## config.mk

```make
export PLATFORM = sky130hd
export DESIGN_NAME = ic3_ctrl
export DESIGN_NICKNAME = d
export VERILOG_FILES = /design/src/rtl/ic3_pkg.sv /design/src/rtl/ic3_ctrl.sv
export SDC_FILE = /design/constraint.sdc
export NUM_CORES = 1
export LEC_CHECK = 0
export BUFFER_PORTS_ARGS = -buffer_cell sky130_fd_sc_hd__buf_2
export CORE_AREA = 4 4 41 43
export DETAILED_ROUTE_END_ITERATION = 6
export DIE_AREA = 0 0 45 47
export PLACE_DENSITY = 0.61
export SYNTH_ARGS = -nofsm -noshare
export SYNTH_HDL_FRONTEND = slang
export SYNTH_SLANG_ARGS = --single-unit
```

## constraint.sdc

```tcl
create_clock -name i_clk -period 4.2 [get_ports i_clk]
set_input_delay 0.63 -clock i_clk [delete_from_list [all_inputs] [get_ports i_clk]]
set_output_delay 0.63 -clock i_clk [all_outputs]
set_load 0.02 [all_outputs]
```

## src/rtl/ic3_pkg.sv

```systemverilog
package ic3_pkg;

    localparam int DEF_MAX_WIDTH = 1024;
    localparam int KERNEL_SIZE   = 3;
    localparam int KERNEL_TAPS   = KERNEL_SIZE * KERNEL_SIZE;

    localparam int CFG_DW  = 48;
    localparam int CFG_IW  = 3;
    localparam int PIX_W   = 8;
    // Accumulator holds nine 8x8 products plus the 17-bit offset with margin.
    localparam int ACC_W   = 21;

    localparam logic [CFG_IW-1:0] REG_COEF_TOP = 3'd0;
    localparam logic [CFG_IW-1:0] REG_COEF_BOT = 3'd1;
    localparam logic [CFG_IW-1:0] REG_OFFSET   = 3'd2;
    localparam logic [CFG_IW-1:0] REG_DIVISOR  = 3'd3;
    localparam logic [CFG_IW-1:0] REG_WIDTH    = 3'd4;
    localparam logic [CFG_IW-1:0] REG_HEIGHT   = 3'd5;

    localparam logic OP_PIXEL = 1'b0;
    localparam logic OP_DRAIN = 1'b1;

    typedef struct packed {
        logic clear_step;
        logic capture;
        logic read;
        logic update;
        logic mac_step;
        logic div_load;
        logic div_step;
        logic div_finish;
        logic push;
    } t_cmd;

    typedef struct packed {
        logic clear_last;
        logic has_result;
        logic interior;
        logic is_drain;
        logic mac_last;
        logic div_last;
        logic out_free;
    } t_status;

endpackage

```

## src/rtl/ic3_ctrl.sv

```systemverilog
module ic3_ctrl (
    input  logic            i_clk,
    input  logic            i_rst_n,
    input  logic            i_s_tvalid,
    output logic            o_s_tready,
    input  ic3_pkg::t_status i_status,
    output ic3_pkg::t_cmd    o_cmd
);

    localparam logic [3:0] S_CLEAR  = 4'd0;
    localparam logic [3:0] S_IDLE   = 4'd1;
    localparam logic [3:0] S_READ   = 4'd2;
    localparam logic [3:0] S_UPDATE = 4'd3;
    localparam logic [3:0] S_MAC    = 4'd4;
    localparam logic [3:0] S_DLOAD  = 4'd5;
    localparam logic [3:0] S_DIV    = 4'd6;
    localparam logic [3:0] S_DFIN   = 4'd7;
    localparam logic [3:0] S_PUSH   = 4'd8;

    logic [3:0] r_state;
    logic [3:0] n_state;

    assign o_s_tready = (r_state == S_IDLE);

    always_comb begin
        n_state = r_state;
        o_cmd   = '0;
        case (r_state)
            S_CLEAR: begin
                o_cmd.clear_step = 1'b1;
                if (i_status.clear_last) begin
                    n_state = S_IDLE;
                end
            end
            S_IDLE: begin
                if (i_s_tvalid) begin
                    o_cmd.capture = 1'b1;
                    n_state = S_READ;
                end
            end
            S_READ: begin
                o_cmd.read = 1'b1;
                n_state = S_UPDATE;
            end
            S_UPDATE: begin
                o_cmd.update = 1'b1;
                if (!i_status.has_result) begin
                    n_state = S_IDLE;
                end else if (!i_status.is_drain && i_status.interior) begin
                    n_state = S_MAC;
                end else begin
                    n_state = S_PUSH;
                end
            end
            S_MAC: begin
                o_cmd.mac_step = 1'b1;
                if (i_status.mac_last) begin
                    n_state = S_DLOAD;
                end
            end
            S_DLOAD: begin
                o_cmd.div_load = 1'b1;
                n_state = S_DIV;
            end
            S_DIV: begin
                o_cmd.div_step = 1'b1;
                if (i_status.div_last) begin
                    n_state = S_DFIN;
                end
            end
            S_DFIN: begin
                o_cmd.div_finish = 1'b1;
                n_state = S_PUSH;
            end
            S_PUSH: begin
                if (i_status.out_free) begin
                    o_cmd.push = 1'b1;
                    n_state = S_IDLE;
                end
            end
            default: begin
                n_state = S_IDLE;
            end
        endcase
    end

    always_ff @(posedge i_clk) begin
        if (!i_rst_n) begin
            r_state <= S_CLEAR;
        end else begin
            r_state <= n_state;
        end
    end

endmodule

```

==> impl_metrics.ini <==
[power_and_ir_drop]
p_leak_nw = 0.200
power.density_mw_per_mm2 = 284
irDropWorstVdd_uv = 165
power_mw = 0.126

[setup_path]
cpPeakStageDelay_ps = 520
crit_end = o_cmd[0]
end_kind = primary output
crit_buf_inv = 1
crit_path_start_kind = register
crit_arrival_ps = 1620
r2r_cells = 4
crit_type = register to primary output
slowest_stage = dfxtp_1
rr_endpoint = r_state[0]
cp.required_ps = 3570
timing.rr.start = r_state[3]
crit_family = simple AND/OR/NAND/NOR gates
path_cells = or3b_4, nor3b_1, buf_2
path_depth = 3
startpoint = r_state[3]
critPathMaxFanout = 11
reg2reg_slack_ps = 2690

[clock_network]
cts_num_sinks = 4
post_cts_buffers = 0
numCtsBuffers = 3
clk_pin_slew_ps = 30
clock_latency_ps = 230
root_buffer = clkbuf_4
cts_resized = 0
cts_tree = yes
cts_hold_buf = 0
cts_buffer_depth = 2
h-tree-depth = 1

[placed_design]
port_buffers = 19
dpl.hpwl_um = 658
place_inst = 74
place_ws_ps = 2210
gp_congestion = 0.758

[timing]
finalMaxSlewViolations = 0
clock-skew-final_ps = 0.668
max_freq_mhz = 444
finalCritPeriodShare_pct = 53.6
hold_violations = 0
layout_setup_ws_ps = 1950
rsz0062_at_grt = no
fin_setup_tns_ps = 0
period_minus_slack_ps = 2250
finalSetupViolCount = 0
max_slew.worst_pin.slew_ps = 385
maxSlewHeadroom_pct = 74.3

[grt]
grt_pass1_wl_mm = 1.32
grt_max_degree = 13
grt-ovfl-total = 0
antenna_found_initial = 0
grtUsageTotal_pct = 8.69
grt_pass1_vias = 298

[synth]
synth_area_um2 = 333
synth.net_count = 54
yosys_warnings = 0
ys_seq_area_share_pct = 24.1
synth_seq_cells = 4
yosys.cell_types.count = 21
syn_avg_cell_area_um2 = 7.56
netlist_instances = 44

[floorplan]
die_w_um = 45
io-pin-count = 20
die-height_um = 47
die_area_mm2 = 0.00212
initial_core_util_pct = 25.6
rows = 13
core_mm2 = 0.00130

[routing]
dr.pass1.iters = 4
wl_per_cell_um = 10.9
routed_wl_um = 838
drt_iter0_drc = 6
routed_via_density = 4.94
post-route-drc-count = 0
vias = 380
antenna_left = 0

[layout]
area_delta_synth_final_pct = 33.1
largest_registers = r_state (4)
fillerInstances = 148
largest_reg_flops = 4
multi_input_area_um2 = 223
drive_gt1_share_pct = 40.3
seq_area_um2 = 80.1
regMostFlops = r_state
fin_cells = 77
fin_nets = 74
fin_util_pct = 34.0
n_antenna_cell = 0

[hold_path]
hold_class = input pin to register

[run]
maxCapViolations = 0

[run_status]
status = finished clean
-- cells in the final DEF, fill, tap and decap left out --
cell type  synthesis  routed
o21a_1             1       1
nand2_1            3       3
nor3b_1            3       3
o21ai_0            1       1
mux2_2             1       1
clkbuf_4           0       3
nor3_1             7       7
o221ai_2           1       1
a21oi_1            2       2
a21boi_1           1       1
buf_2              3      19
mux2i_1            1       1
inv_1              1       1
nor2_1             4       4
nor4_1             2       2
and2_1             1       1
or3b_4             1       1
o32a_1             1       1
nand2b_1           4       4
or2b_1             1       1
dfxtp_1            4       4
-- cell families (layout without fill, tap and decap cells) --
group                  count (synthesis)  count (layout)  synth area share, %
AOI/OAI and AO/OA                      7               7                 16.5
buffers and inverters                  5              23                 9.02
DFF                                    4               4                 24.1
muxes                                  2               2                 6.39
and+or+nand+nor                       26              26                 44.0
-- synth_stat cells --
cell	instances	area [um^2]
nor3_1	7	35.0
dfxtp_1	4	80.1
nand2b_1	4	25.0
nor2_1	4	15.0
buf_2	3	15.0
nand2_1	3	11.3
nor3b_1	3	22.5
a21oi_1	2	10.0
nor4_1	2	12.5
a21boi_1	1	7.51
and2_1	1	6.26
buf_6	1	11.3
inv_1	1	3.75
mux2_2	1	11.3
mux2i_1	1	10.0
o21a_1	1	7.51
o21ai_0	1	5.00
o221ai_2	1	15.0
o32a_1	1	10.0
or2b_1	1	7.51
or3b_4	1	11.3
-- report_power, final --
| group | internal, mW | switching (mW) |
|---|---|---|
| clock network | 0.0318 | 0.0137 |
| logic | 0.0151 | 0.0181 |
| registers | 0.0405 | 0.00640 |
| total | 0.0875 | 0.0383 |
-- layout make-up --
class                      count  share of cell area (%)
sequential                     4                    18.1
multi-input combinational     35                    50.3
clock buffer                   3                    5.08
tap                           15                    4.24
inverter                       1                   0.847
timing repair buffer          19                    21.5
-- per-layer routing --
metal / global-route usage, % / part of all wire, % / vias up
li1: - / - / 191
met1: 11.1 / 43 / 169
met2: 12.1 / 45 / 20
met3: 4.60 / 12 / 0
met4: 3.51 / 0 / 0
met5: 0 / 0 / -
-- worst min path at each step --
stage | slack (ps) | depth (start not counted) | to | start
2_1_floorplan | 570 | 3 | r_state[1] | r_state[0]
3_3_place_gp | 650 | 1 | r_state[1] | r_state[3]
3_5_place_dp | 650 | 1 | r_state[1] | r_state[3]
4_1_cts | 660 | 1 | r_state[1] | r_state[3]
5_1_grt | 660 | 2 | r_state[3] | i_rst_n
6_report | 660 | 2 | r_state[3] | i_rst_n
-- per-stage QoR --
step	instance area (um^2)	hold slack (ps)
6_report	443	657
5_1_grt	443	656
4_1_cts	443	658
3_5_place_dp	420	645
3_3_place_gp	420	645
2_1_floorplan	333	567
Note: power is estimated with default switching activity, not from simulation.
